===== config.mk =====
export PLATFORM = sky130hd
export DESIGN_NAME = priority_round_robin_scheduler
export DESIGN_NICKNAME = d
export VERILOG_FILES = /design/src/prrs_pkg.sv /design/src/prrs_datapath.sv /design/src/prrs_ctrl.sv /design/src/priority_round_robin_scheduler.sv
export SDC_FILE = /design/constraint.sdc
export NUM_CORES = 1
export LEC_CHECK = 0
export BUFFER_PORTS_ARGS = -buffer_cell sky130_fd_sc_hd__buf_2
export CORE_MARGIN = 1
export CORE_UTILIZATION = 57
export DETAILED_ROUTE_END_ITERATION = 8
export MAX_ROUTING_LAYER = met4
export PLACE_DENSITY = 0.76
export SETUP_SLACK_MARGIN = 0.1
export SLEW_MARGIN = 20
export SYNTH_ARGS = -nofsm -noshare
export SYNTH_HDL_FRONTEND = slang
export SYNTH_HIERARCHICAL = 1
export SYNTH_SLANG_ARGS = --single-unit

===== constraint.sdc =====
create_clock -name clk -period 6 [get_ports clk]
set_input_delay 1.2 -clock clk [delete_from_list [all_inputs] [get_ports clk]]
set_output_delay 1.2 -clock clk [all_outputs]
set_load 0.05 [all_outputs]

===== src/prrs_pkg.sv =====
// shared types, constants and codes for the priority round robin scheduler
`timescale 1ns / 1ps
package prrs_pkg;

	localparam int MAX_THREADS_DEF = 16;
	localparam int NUM_LEVELS_DEF  = 32;
	localparam int NUM_CPUS_DEF    = 4;
	localparam int SPACE_BITS_DEF  = 16;

	localparam logic [7:0] SLICE_RESET = 8'd5;

	localparam int OP_W     = 2;
	localparam int PRIO_W   = 5;
	localparam int CPU_W    = 2;
	localparam int TID_W    = 4;
	localparam int STATUS_W = 3;
	localparam int SPACE_W  = 16;
	localparam int SLICE_W  = 8;

	localparam logic [OP_W-1:0] OP_CREATE = 2'd0;
	localparam logic [OP_W-1:0] OP_RESCHED = 2'd1;
	localparam logic [OP_W-1:0] OP_TICK = 2'd2;

	localparam logic [STATUS_W-1:0] ST_CREATED  = 3'd0;
	localparam logic [STATUS_W-1:0] ST_REJECTED = 3'd1;
	localparam logic [STATUS_W-1:0] ST_SWITCHED = 3'd2;
	localparam logic [STATUS_W-1:0] ST_IDLE     = 3'd3;
	localparam logic [STATUS_W-1:0] ST_STAYED   = 3'd4;
	localparam logic [STATUS_W-1:0] ST_COUNTED  = 3'd5;
	localparam logic [STATUS_W-1:0] ST_NO_CUR   = 3'd6;
	localparam logic [STATUS_W-1:0] ST_DEFERRED = 3'd7;

	typedef enum logic [2:0] {
		S_IDLE,
		S_EXEC,
		S_RESCHED,
		S_DONE
	} ctrl_state_t;

	// controller to datapath
	typedef struct packed {
		logic load;      // capture the input transaction
		logic exec;      // create or tick step
		logic resched;   // reschedule step
		logic out_take;  // result handed downstream
	} dp_cmd_t;

	// datapath to controller
	typedef struct packed {
		logic need_resched; // exec step asks for a reschedule
		logic is_valid_op;
	} dp_stat_t;

endpackage


===== src/prrs_datapath.sv =====
// scheduler tables, selection logic and result register
`timescale 1ns / 1ps
module prrs_datapath #(
	parameter int MAX_THREADS = prrs_pkg::MAX_THREADS_DEF,
	parameter int NUM_LEVELS  = prrs_pkg::NUM_LEVELS_DEF,
	parameter int NUM_CPUS    = prrs_pkg::NUM_CPUS_DEF,
	parameter int SPACE_BITS  = prrs_pkg::SPACE_BITS_DEF
) (
	input  logic                            clk,
	input  logic                            arst_n,
	input  prrs_pkg::dp_cmd_t               cmd,
	output prrs_pkg::dp_stat_t              stat,
	input  logic [prrs_pkg::SLICE_W-1:0]    slice_length,
	input  logic [prrs_pkg::OP_W-1:0]       op,
	input  logic [prrs_pkg::PRIO_W-1:0]     priority_req,
	input  logic [prrs_pkg::SPACE_W-1:0]    space_id,
	input  logic [prrs_pkg::CPU_W-1:0]      cpu,
	input  logic                            lock_held,
	output logic [prrs_pkg::STATUS_W-1:0]   status,
	output logic [prrs_pkg::TID_W-1:0]      thread_id,
	output logic                            prev_valid,
	output logic [prrs_pkg::TID_W-1:0]      prev_thread,
	output logic                            space_switch,
	output logic [prrs_pkg::SPACE_W-1:0]    next_space
);
	localparam int TW = (MAX_THREADS > 1) ? $clog2(MAX_THREADS) : 1;
	localparam int LW = (NUM_LEVELS > 1) ? $clog2(NUM_LEVELS) : 1;
	localparam int CW = (NUM_CPUS > 1) ? $clog2(NUM_CPUS) : 1;
	localparam int NW = $clog2(MAX_THREADS + 1);
	localparam int PW = prrs_pkg::PRIO_W;
	localparam int SW = prrs_pkg::SPACE_W;

	// captured request
	logic [prrs_pkg::OP_W-1:0] op_q;
	logic [PW-1:0]             prio_q;
	logic [SPACE_BITS-1:0]     space_q;
	logic [CW-1:0]             cpu_q;
	logic                      lock_q;

	// state
	logic [NUM_LEVELS-1:0]  ready_mask_q;
	logic [TW-1:0]          ring_head_q [NUM_LEVELS];
	logic [TW-1:0]          ring_tail_q [NUM_LEVELS];
	logic [TW-1:0]          ring_link_q [MAX_THREADS];
	logic [MAX_THREADS-1:0] running_q;
	logic [prrs_pkg::SLICE_W-1:0] slice_left_q [MAX_THREADS];
	logic [SPACE_BITS-1:0]  thread_space_q [MAX_THREADS];
	logic [TW-1:0]          cpu_cur_q [NUM_CPUS];
	logic [NUM_CPUS-1:0]    cpu_cur_valid_q;
	logic [SPACE_BITS-1:0]  cpu_space_q [NUM_CPUS];
	logic [NW-1:0]          total_q;
	logic                   need_resched_q;

	// result register
	logic [prrs_pkg::STATUS_W-1:0] status_q;
	logic [prrs_pkg::TID_W-1:0]    tid_q;
	logic                          pv_q;
	logic [prrs_pkg::TID_W-1:0]    pt_q;
	logic                          ss_q;
	logic [SW-1:0]                 ns_q;

	// cpu number wraps modulo the cpu count, by repeated compare and subtract
	logic [prrs_pkg::CPU_W-1:0] cpu_rem;
	logic [CW-1:0]              cpu_wrap;
	always_comb begin
		cpu_rem = cpu;
		for (int k = 0; k < (1 << prrs_pkg::CPU_W); k++) begin
			if (32'(cpu_rem) >= NUM_CPUS) cpu_rem = cpu_rem - prrs_pkg::CPU_W'(NUM_CPUS);
		end
		cpu_wrap = CW'(cpu_rem);
	end

	// highest ready level
	logic          lvl_found;
	logic [LW-1:0] lvl_sel;
	always_comb begin
		lvl_found = 1'b0;
		lvl_sel = '0;
		for (int l = 0; l < NUM_LEVELS; l++) begin
			if (ready_mask_q[l]) begin
				lvl_found = 1'b1;
				lvl_sel = LW'(l);
			end
		end
	end

	logic [TW-1:0] head, link_head, nxt, prev;
	logic          pv, rotate, stay;
	logic [TW-1:0] cur;
	always_comb begin
		head = ring_head_q[lvl_sel];
		link_head = ring_link_q[head];
		pv = cpu_cur_valid_q[cpu_q];
		prev = cpu_cur_q[cpu_q];
		rotate = pv && (prev == head) && (link_head != head);
		nxt = rotate ? link_head : head;
		stay = pv && (nxt == prev);
		cur = cpu_cur_q[cpu_q];
	end

	logic [TW-1:0] new_id;
	logic          create_ok;
	logic [prrs_pkg::SLICE_W-1:0] dec;
	always_comb begin
		new_id = TW'(total_q);
		create_ok = (32'(total_q) < MAX_THREADS) && (32'(prio_q) < NUM_LEVELS);
		dec = slice_left_q[cur] - 8'd1;
	end

	always_comb begin
		stat.need_resched = need_resched_q;
		stat.is_valid_op = (op == prrs_pkg::OP_CREATE) || (op == prrs_pkg::OP_RESCHED) ||
			(op == prrs_pkg::OP_TICK);
	end

	always_ff @(posedge clk or negedge arst_n) begin
		if (!arst_n) begin
			ready_mask_q <= '0;
			running_q <= '0;
			cpu_cur_valid_q <= '0;
			total_q <= '0;
			need_resched_q <= 1'b0;
			for (int c = 0; c < NUM_CPUS; c++) cpu_space_q[c] <= '0;
		end else begin
			if (cmd.load) begin
				op_q <= op;
				prio_q <= priority_req;
				space_q <= SPACE_BITS'(space_id);
				cpu_q <= cpu_wrap;
				lock_q <= lock_held;
				need_resched_q <= 1'b0;
			end
			if (cmd.exec) begin
				ss_q <= 1'b0; pv_q <= 1'b0; pt_q <= '0; ns_q <= '0;
				unique case (op_q)
					prrs_pkg::OP_CREATE: begin
						need_resched_q <= 1'b0;
						if (!create_ok) begin
							status_q <= prrs_pkg::ST_REJECTED;
							tid_q <= '0;
						end else begin
							total_q <= total_q + NW'(1);
							slice_left_q[new_id] <= slice_length;
							thread_space_q[new_id] <= space_q;
							running_q[new_id] <= 1'b0;
							if (!ready_mask_q[LW'(prio_q)]) begin
								ring_head_q[LW'(prio_q)] <= new_id;
								ring_link_q[new_id] <= new_id;
							end else begin
								ring_link_q[ring_tail_q[LW'(prio_q)]] <= new_id;
								ring_link_q[new_id] <= ring_head_q[LW'(prio_q)];
							end
							ring_tail_q[LW'(prio_q)] <= new_id;
							ready_mask_q[LW'(prio_q)] <= 1'b1;
							status_q <= prrs_pkg::ST_CREATED;
							tid_q <= prrs_pkg::TID_W'(new_id);
						end
					end
					prrs_pkg::OP_TICK: begin
						tid_q <= pv ? prrs_pkg::TID_W'(cur) : '0;
						if (!pv) begin
							need_resched_q <= 1'b0;
							status_q <= prrs_pkg::ST_NO_CUR;
						end else if (slice_left_q[cur] != '0 && dec == '0) begin
							slice_left_q[cur] <= slice_length;
							need_resched_q <= !lock_q;
							if (lock_q) status_q <= prrs_pkg::ST_DEFERRED;
						end else begin
							need_resched_q <= 1'b0;
							if (slice_left_q[cur] != '0) slice_left_q[cur] <= dec;
							status_q <= prrs_pkg::ST_COUNTED;
						end
					end
					default: need_resched_q <= 1'b1;
				endcase
			end
			if (cmd.resched) begin
				need_resched_q <= 1'b0;
				if (!lvl_found) begin
					status_q <= prrs_pkg::ST_IDLE;
					tid_q <= pv ? prrs_pkg::TID_W'(prev) : '0;
					pv_q <= 1'b0; pt_q <= '0; ss_q <= 1'b0; ns_q <= '0;
				end else begin
					if (rotate) begin
						ring_head_q[lvl_sel] <= link_head;
						ring_tail_q[lvl_sel] <= head;
					end
					if (stay) begin
						status_q <= prrs_pkg::ST_STAYED;
						tid_q <= prrs_pkg::TID_W'(prev);
						pv_q <= 1'b0; pt_q <= '0; ss_q <= 1'b0; ns_q <= '0;
					end else begin
						cpu_cur_q[cpu_q] <= nxt;
						cpu_cur_valid_q[cpu_q] <= 1'b1;
						if (pv) running_q[prev] <= 1'b0;
						running_q[nxt] <= 1'b1;
						cpu_space_q[cpu_q] <= thread_space_q[nxt];
						status_q <= prrs_pkg::ST_SWITCHED;
						tid_q <= prrs_pkg::TID_W'(nxt);
						pv_q <= pv;
						pt_q <= pv ? prrs_pkg::TID_W'(prev) : '0;
						ss_q <= (thread_space_q[nxt] != cpu_space_q[cpu_q]);
						ns_q <= SW'(thread_space_q[nxt]);
					end
				end
			end
		end
	end

	assign status = status_q;
	assign thread_id = tid_q;
	assign prev_valid = pv_q;
	assign prev_thread = pt_q;
	assign space_switch = ss_q;
	assign next_space = ns_q;

	logic unused_ok;
	assign unused_ok = cmd.out_take | (|running_q);
endmodule


===== src/prrs_ctrl.sv =====
// sequencing state machine of the scheduler
`timescale 1ns / 1ps
module prrs_ctrl (
	input  logic                 clk,
	input  logic                 arst_n,
	input  logic                 in_valid,
	output logic                 in_ready,
	output logic                 out_valid,
	input  logic                 out_ready,
	output prrs_pkg::dp_cmd_t    cmd,
	input  prrs_pkg::dp_stat_t   stat
);
	prrs_pkg::ctrl_state_t state_q, state_d;

	always_ff @(posedge clk or negedge arst_n) begin
		if (!arst_n) state_q <= prrs_pkg::S_IDLE;
		else state_q <= state_d;
	end

	always_comb begin
		state_d = state_q;
		cmd = '0;
		in_ready = 1'b0;
		out_valid = 1'b0;
		unique case (state_q)
			prrs_pkg::S_IDLE: begin
				in_ready = 1'b1;
				if (in_valid) begin
					cmd.load = 1'b1;
					state_d = stat.is_valid_op ? prrs_pkg::S_EXEC : prrs_pkg::S_IDLE;
				end
			end
			prrs_pkg::S_EXEC: begin
				cmd.exec = 1'b1;
				state_d = prrs_pkg::S_RESCHED;
			end
			prrs_pkg::S_RESCHED: begin
				if (stat.need_resched) cmd.resched = 1'b1;
				state_d = prrs_pkg::S_DONE;
			end
			prrs_pkg::S_DONE: begin
				out_valid = 1'b1;
				if (out_ready) begin
					cmd.out_take = 1'b1;
					state_d = prrs_pkg::S_IDLE;
				end
			end
			default: state_d = prrs_pkg::S_IDLE;
		endcase
	end
endmodule


===== src/priority_round_robin_scheduler.sv =====
// top level of the priority round robin thread scheduler
`timescale 1ns / 1ps
// usage:
// - in channel (in_valid/in_ready) carries one operation transaction:
//   op, priority_req, space_id, cpu, lock_held
// - out channel (out_valid/out_ready) returns one result transaction per
//   create, reschedule or tick; op code 3 is consumed with no result
// - cfg channel (cfg_valid/cfg_ready) writes slice_length; write it only
//   while no transaction is in flight
// - sequence: accept, execute, reschedule slot, then out_valid rises in the
//   done state; the next input is accepted on the cycle after the result
//   leaves, so a new transaction is not taken before the last one is through
// - the four-state sequencer handles one transaction at a time; the
//   reschedule step runs after the execute step has updated the tables
// - reset clears the ready mask, thread count, running and current flags,
//   the per-cpu space cache, and loads slice_length with 5
// - a stalled receiver holds the result and in_ready stays low
module priority_round_robin_scheduler #(
	parameter int MAX_THREADS = prrs_pkg::MAX_THREADS_DEF,
	parameter int NUM_LEVELS  = prrs_pkg::NUM_LEVELS_DEF,
	parameter int NUM_CPUS    = prrs_pkg::NUM_CPUS_DEF,
	parameter int SPACE_BITS  = prrs_pkg::SPACE_BITS_DEF
) (
	input  logic                          clk,
	input  logic                          arst_n,
	input  logic                          cfg_valid,
	output logic                          cfg_ready,
	input  logic [prrs_pkg::SLICE_W-1:0]  cfg_data,
	input  logic                          in_valid,
	output logic                          in_ready,
	input  logic [prrs_pkg::OP_W-1:0]     op,
	input  logic [prrs_pkg::PRIO_W-1:0]   priority_req,
	input  logic [prrs_pkg::SPACE_W-1:0]  space_id,
	input  logic [prrs_pkg::CPU_W-1:0]    cpu,
	input  logic                          lock_held,
	output logic                          out_valid,
	input  logic                          out_ready,
	output logic [prrs_pkg::STATUS_W-1:0] status,
	output logic [prrs_pkg::TID_W-1:0]    thread_id,
	output logic                          prev_valid,
	output logic [prrs_pkg::TID_W-1:0]    prev_thread,
	output logic                          space_switch,
	output logic [prrs_pkg::SPACE_W-1:0]  next_space
);
	prrs_pkg::dp_cmd_t  cmd;
	prrs_pkg::dp_stat_t stat;
	logic [prrs_pkg::SLICE_W-1:0] slice_len_q;

	// configuration register, always writable
	assign cfg_ready = 1'b1;
	always_ff @(posedge clk or negedge arst_n) begin
		if (!arst_n) slice_len_q <= prrs_pkg::SLICE_RESET;
		else if (cfg_valid) slice_len_q <= cfg_data;
	end

	prrs_ctrl u_ctrl (
		.clk(clk), .arst_n(arst_n),
		.in_valid(in_valid), .in_ready(in_ready),
		.out_valid(out_valid), .out_ready(out_ready),
		.cmd(cmd), .stat(stat)
	);

	prrs_datapath #(
		.MAX_THREADS(MAX_THREADS), .NUM_LEVELS(NUM_LEVELS),
		.NUM_CPUS(NUM_CPUS), .SPACE_BITS(SPACE_BITS)
	) u_dp (
		.clk(clk), .arst_n(arst_n), .cmd(cmd), .stat(stat),
		.slice_length(slice_len_q),
		.op(op), .priority_req(priority_req), .space_id(space_id),
		.cpu(cpu), .lock_held(lock_held),
		.status(status), .thread_id(thread_id), .prev_valid(prev_valid),
		.prev_thread(prev_thread), .space_switch(space_switch),
		.next_space(next_space)
	);

	// never accept and present a result in the same cycle
	a_excl: assert property (@(posedge clk) disable iff (!arst_n)
		!(in_ready && out_valid)) else $error("in_ready with out_valid");
	// no result in the cycle right after an accepted input
	a_order: assert property (@(posedge clk) disable iff (!arst_n)
		(in_valid && in_ready) |=> !out_valid)
		else $error("result too early");
	// a switch always names a previous thread only when one existed
	a_prev: assert property (@(posedge clk) disable iff (!arst_n)
		(out_valid && !prev_valid) |-> (prev_thread == '0))
		else $error("stray prev_thread");
endmodule

=== Word level (Yosys, flattened, before mapping) ===
Memories as Yosys holds them, arrays and structs flattened. A register that Yosys moved wholly into a read port is not among the register bits.
Index checks and enable logic that the tools add are counted.

* Flip-flop bits (word level): 172
* Bits in writable memories: 720
* Input port bits: 39
* Output and inout port bits: 32
* Word-level logic and storage cells: 267
* Memories: 6

{| class="wikitable"
|+ Memory list
! name !! words !! bits a word !! read ports !! clocked after memory_dff !! write ports !! RTL line !! text
|-
| u_dp.thread_space_q || 16 || 16 || 1 || 0 || 1 || prrs_datapath.sv:47 || <nowiki>logic [SPACE_BITS-1:0] thread_space_q [MAX_THREADS];</nowiki>
|-
| u_dp.ring_head_q || 32 || 4 || 2 || 1 || 1 || prrs_datapath.sv:42 || <nowiki>logic [TW-1:0] ring_head_q [NUM_LEVELS];</nowiki>
|-
| u_dp.ring_tail_q || 32 || 4 || 1 || 1 || 1 || prrs_datapath.sv:43 || <nowiki>logic [TW-1:0] ring_tail_q [NUM_LEVELS];</nowiki>
|-
| u_dp.slice_left_q || 16 || 8 || 1 || 0 || 1 || prrs_datapath.sv:46 || <nowiki>logic [prrs_pkg::SLICE_W-1:0] slice_left_q [MAX_THREADS];</nowiki>
|-
| u_dp.ring_link_q || 16 || 4 || 1 || 0 || 2 || prrs_datapath.sv:44 || <nowiki>logic [TW-1:0] ring_link_q [MAX_THREADS];</nowiki>
|-
| u_dp.cpu_cur_q || 4 || 4 || 1 || 1 || 1 || prrs_datapath.sv:48 || <nowiki>logic [TW-1:0] cpu_cur_q [NUM_CPUS];</nowiki>
|}

* Add/subtract/negate cells: 2
* $lt $le $gt $ge: 7
* Eq/ne operators: 14
* Muxes and demuxes: 173
* Bitwise operators: 9
* Reductions and logical operators: 35

{| class="wikitable"
|+ Operators by type and width
! operator !! count
|-
| 16-bit two-way mux || 7
|-
| 5-bit two-way mux || 20
|-
| 1-bit two-way mux || 94
|-
| 4-bit two-way mux || 23
|-
| 64-bit bitwise mux || 1
|-
| 3-bit two-way mux || 13
|-
| 16-bit binary-select mux with 2-bit select || 1
|-
| 16-bit demux with 2-bit select || 1
|-
| 32-bit OR || 1
|-
| 8-bit two-way mux || 2
|-
| 16-bit inequality test || 1
|-
| 1-bit logical AND || 14
|-
| 4-bit == test || 3
|-
| 3-bit one-hot mux with 4 select lines || 1
|-
| 3-bit AND reduction || 3
|-
| 8-bit zero test || 1
|-
| 4-bit one-hot mux with 2 select lines || 1
|-
| 8-bit nonzero test || 1
|-
| 4-bit OR reduction || 2
|-
| 8-bit OR reduction || 1
|-
| 8-bit by 1-bit subtractor with 8-bit output, second input constant || 1
|-
| 3-bit by 2-bit == test with 1-bit output, second input constant || 2
|-
| 5-bit by 6-bit < comparator with 1-bit output, second input constant || 1
|-
| 2-bit two-way mux || 3
|-
| 32 further kinds || 42
|}

=== Logic depth before layout (Yosys ltp) ===
An unclocked memory read counts as a cell.

* Depth after elaboration: 43
* Depth in mapped cells: 26
* Depth with buffers taken out: 19

=== Modules after synthesis ===
The synthesis kept the hierarchy.

{| class="wikitable"
|+ Modules (own cells, without submodules)
! module !! instances !! cells each !! area each (um2) !! sequential area each (um2)
|-
| prrs_datapath || 1 || 2846 || 41841.4 || 26065.0
|-
| priority_round_robin_scheduler || 1 || 19 || 345.3 || 202.7
|-
| prrs_ctrl || 1 || 19 || 193.9 || 50.0
|}

=== Least setup slack after synthesis ===
No wires, ideal clock.

* Kind: register -> register
* Start point: register u_dp.ready_mask_q[23]
* End point: memory u_dp/cpu_cur_q[2][0] (netlist name), enable pin
* Setup time: 329 ps
* Arrival time: 5870 ps
* Required time: 5671 ps
* Setup slack: -200 ps
* Stages on the path, launching flop included: 24
* Buffers on the path: 7
* Clock period less this slack: 6200 ps
* Cells stage by stage: dfrtp_1 clkbuf_1 or3_1 o211a_1 a211oi_2 buf_2 buf_2 mux2i_1 o221ai_1 nor4_1 and3_1 a2111oi_0 or4_1 buf_4 xnor2_2 o31ai_4 mux2_2 buf_4 xor2_1 o41ai_4 or3_1 buf_2 buf_6 nor2_1

* Cells in the longest elaborated chain, start to end: 21
* Elaborated cells on any way between the ends: 32
* Classes of those cells: 3 x eq/ne; 23 x mux; 4 x reduce/logical; 2 x memory

{| class="wikitable"
|+ Ends and longest elaborated chain
! what !! RTL line !! text
|-
| from (decl) || prrs_datapath.sv:41 || <nowiki>logic [NUM_LEVELS-1:0] ready_mask_q;</nowiki>
|-
| from (signal assigned) || prrs_datapath.sv:118 || <nowiki>ready_mask_q <= '0;</nowiki>
|-
| from (signal, indexed assignment) || prrs_datapath.sv:154 || <nowiki>ready_mask_q[LW'(prio_q)] <= 1'b1;</nowiki>
|-
| 5-bit two-way mux (9 in a row) || prrs_datapath.sv:80 || <nowiki>if (ready_mask_q[l]) begin</nowiki>
|-
| memory 32 x 4 bit || - ||
|-
| memory 16 x 4 bit or 4-bit == test (tied branches) || - ||
|-
| 4-bit inequality test or 1-bit logical AND (tied branches) || prrs_datapath.sv:95 || <nowiki>rotate = pv && (prev == head) && (link_head != head);</nowiki>
|-
| 1-bit logical AND || prrs_datapath.sv:95 ||
|-
| 4-bit two-way mux || prrs_datapath.sv:96 || <nowiki>nxt = rotate ? link_head : head;</nowiki>
|-
| 4-bit == test || prrs_datapath.sv:97 || <nowiki>stay = pv && (nxt == prev);</nowiki>
|-
| 1-bit logical AND || prrs_datapath.sv:97 ||
|-
| 1-bit two-way mux || prrs_datapath.sv:188 || <nowiki>if (stay) begin</nowiki>
|-
| 1-bit two-way mux * || prrs_datapath.sv:179 || <nowiki>if (!lvl_found) begin</nowiki>
|-
| 1-bit two-way mux * || prrs_datapath.sv:177 || <nowiki>if (cmd.resched) begin</nowiki>
|-
| 1-bit logical AND (not written as such) * || prrs_datapath.sv:193 || <nowiki>cpu_cur_q[cpu_q] <= nxt;</nowiki>
|-
| 1-bit two-way mux (not written as such) * || prrs_datapath.sv:193 ||
|-
| to (decl) || prrs_datapath.sv:48 ||
|}

Mark *: on every way between the ends. The rest lies on a longest branch, timed or not.

=== Worst setup path after layout ===
* Start point: register u_dp.ready_mask_q[26]
* End point: register u_dp.ss_q (netlist: u_dp/space_switch) (data pin)

* Cells in the longest elaborated chain, start to end: 16
* Elaborated cells on any way between the ends: 26
* Classes of those cells: 4 x eq/ne; 16 x mux; 3 x reduce/logical; 3 x memory

{| class="wikitable"
|+ Ends and longest elaborated chain
! what !! RTL line !! text
|-
| 5-bit two-way mux (6 in a row) || prrs_datapath.sv:80 ||
|-
| memory 32 x 4 bit || - ||
|-
| memory 16 x 4 bit or 4-bit == test (tied branches) || - ||
|-
| 4-bit inequality test or 1-bit logical AND (tied branches) || prrs_datapath.sv:95 ||
|-
| 1-bit logical AND || prrs_datapath.sv:95 ||
|-
| 4-bit two-way mux || prrs_datapath.sv:96 ||
|-
| memory 16 x 16 bit or 4-bit == test (tied branches) || - ||
|-
| 16-bit inequality test or 1-bit logical AND (tied branches) || prrs_datapath.sv:202, prrs_datapath.sv:97 ||
|-
| 1-bit two-way mux || prrs_datapath.sv:188 ||
|-
| 1-bit two-way mux * || prrs_datapath.sv:179 ||
|-
| 1-bit two-way mux * || prrs_datapath.sv:177 ||
|-
| to (signal assigned) || prrs_datapath.sv:202 || <nowiki>ss_q <= (thread_space_q[nxt] != cpu_space_q[cpu_q]);</nowiki>
|-
| to (decl) || prrs_datapath.sv:59 || <nowiki>logic ss_q;</nowiki>
|}

Marks and branches as above.
A chain may end at the register's enable or synchronous reset.

==> out/qor.yml <==
timing:
  worst_pin_slew_ns: 1.31
  rsz0062_at_grt: "true"
  relSlewSlack_pct: 12.4
  skew_ns: 0.0577
  worst_slack_ns: -0.363
  slew_viol_final: 0
  finalHoldViolations: 0
  final.min_clock_period_ns: 6.36
  max_clock_freq_ghz: 0.157
  period_share_pct: 106
  finalSetupViolations: 346
floorplanning:
  design.core.area_mm2: 0.0732
  num_rows: 99
  die_h_um: 275
  die_w_um: 275
  dieArea_mm2: 0.0754
  pin_count: 71
  start_util_pct: 57.9
run_status:
  violations: "design-rule violations, negative setup slack"
  status: "complete, but fails checks"
layout:
  multi_input_area_mm2: 0.0166
  drive_above_1_share_pct: 40.3
  register_area_mm2: 0.0263
  fill_cells: 4496
  nets: 3353
  finalInstanceArea_mm2: 0.0521
  synthToLayoutAreaGrowth_pct: 23.0
clock_tree:
  cts.sinks: 898
  cts.htree.levels: 3
  cts_buffers: 91
  cts_tree: "built"
  clkTransAtPathRegs_ns: 0.06
  clock_path_buffers: 3
  clk_latency_ns: 0.68
  cts_root_buf: "clkbuf_16"
  hold_buffers: 0
routing:
  routed_wl_um: 130000
  drc: 1
  drt_iter0_markers: 3676
  dr.pass1.iters: 9
  avgViaCountPerCell: 6.73
  ant_nets: 0
  num_vias: 29200
  wl_per_cell_um: 30.0
worst_setup_path:
  ff2ff_path_depth: 27
  cp_slowest_stage_delay_ns: 0.45
  worstPathRequired_ns: 6.41
  r2r-end: "u_dp/space_switch"
  critPathSlowestCell: "or4_4"
  crit_cells: 27
  path_class: "reg2reg"
  cp.buffers_inverters: 9
  critPathLaunch: "u_dp/ready_mask_q[26]"
  start_kind: "flip-flop"
  critPathTopFamily: "compound AO/OA/AOI/OAI gates"
  critPathMaxFanout: 12
  endpoint: "u_dp/space_switch"
  critPathCaptureType: "flip-flop"
  r2r_slack_ns: -0.36
  cp.arrival_ns: 6.78
  r2r-start: "u_dp/ready_mask_q[26]"
place:
  place_area_mm2: 0.0469
  place_congestion: 0.997
  portBuffers: 69
  dp_hpwl_um: 84600
grt:
  antenna_found_initial: 4
  globalRouteOverflowTotal: 0
  grt_start_max_net_pins: 86
  track_usage_pct: 35.4
  grt_pass1_vias: 28600
  grt_pass1_wl_um: 188000
synthesis:
  syn_nets: 2934
  avgSynthCellArea_um2: 14.7
  synth_cells: 2883
  synth_warnings: 6
  syn_area_mm2: 0.0424
run:
  cap_violations: 0
hold_path:
  hp-class: "reg2reg"
==> area by class of cell <==
class | instances | area share (%)
repair buffers | 551 | 9.25
multi-input cells | 1723 | 31.8
clock inverters | 45 | 1.08
flip-flops and latches | 898 | 50.5
clock buffers | 123 | 4.77
diodes | 3 | 0.0144
inverters | 37 | 0.276
well taps | 959 | 2.30
==> routing by layer <==
| metal | share of wire [%] | track usage, % |
|---|---|---|
| met5 | 0 | - |
| met4 | 3.5 | 11.8 |
| met3 | 11 | 6.52 |
| met2 | 47 | 53.5 |
| met1 | 39 | 48.9 |
==> cell usage in the layout, fill, tap and decap left out, types with 35 or more instances in the layout <==
cell type / instances
buf_2: 68
buf_4: 378
buf_6: 58
clkbuf_16: 97
dfrtp_1: 103
edfxtp_1: 775
inv_1: 35
mux2_2: 175
mux2_4: 62
mux2i_1: 93
mux4_2: 206
nand2_1: 258
nand3_1: 83
nor2_1: 130
o21ai_0: 154
==> flip-flops by register name, summed over array words and instances (netlist names), 32 cells and up, named ones only <==
signal               cells
u_dp/thread_space_q    256
u_dp/ready_mask_q       32
u_dp/slice_left_q      128
u_dp/ring_head_q       128
u_dp/cpu_space_q        64
u_dp/ring_link_q        64
u_dp/ring_tail_q       128
==> timing repair <==
item	4_1_cts	5_1_grt
resized for setup	124	251
endpoints found under the hold margin	0	0
buffers inserted	26	32
endpoints found under the setup margin	525	553
gates cloned	3	8
pin swaps	18	23
==> worst min-delay path by stage <==
| stage | end | startpoint | cells after the start |
|---|---|---|---|
| floorplan | u_dp/cpu_cur_valid_q[0] | u_dp/cpu_cur_valid_q[0] | 1 |
| global placement | u_dp/cpu_cur_valid_q[0] | u_dp/cpu_cur_valid_q[0] | 1 |
| detailed placement | u_dp/cpu_cur_valid_q[2] | u_dp/cpu_cur_valid_q[2] | 1 |
| CTS | u_dp/cpu_cur_valid_q[2] | u_dp/cpu_cur_valid_q[2] | 1 |
| global route | u_dp/cpu_cur_valid_q[3] | u_dp/cpu_cur_valid_q[3] | 1 |
| finish | u_dp/cpu_cur_valid_q[3] | u_dp/cpu_cur_valid_q[3] | 1 |
==> stage by stage <==
| stage | TNS [ns] | setup WS (ns) | util (%) | hold WS (ns) | instances |
|---|---|---|---|---|---|
| floorplan | 0 | 0.0136 | - | 0.429 | 2883 |
| global placement | -59.69 | -0.644 | 64.0 | 0.445 | 4100 |
| detailed placement | -68.81 | -0.735 | 64.0 | 0.455 | 4100 |
| CTS | -11.62 | -0.274 | 69.2 | 0.471 | 4297 |
| global route | -131.89 | -0.545 | 71.2 | 0.489 | 4339 |
| finish | -35.94 | -0.363 | 71.2 | 0.476 | 4339 |
Power is left out: the tool's default activity adds up to more than one toggle a clock period on the data nets, which glitch-free logic cannot reach.
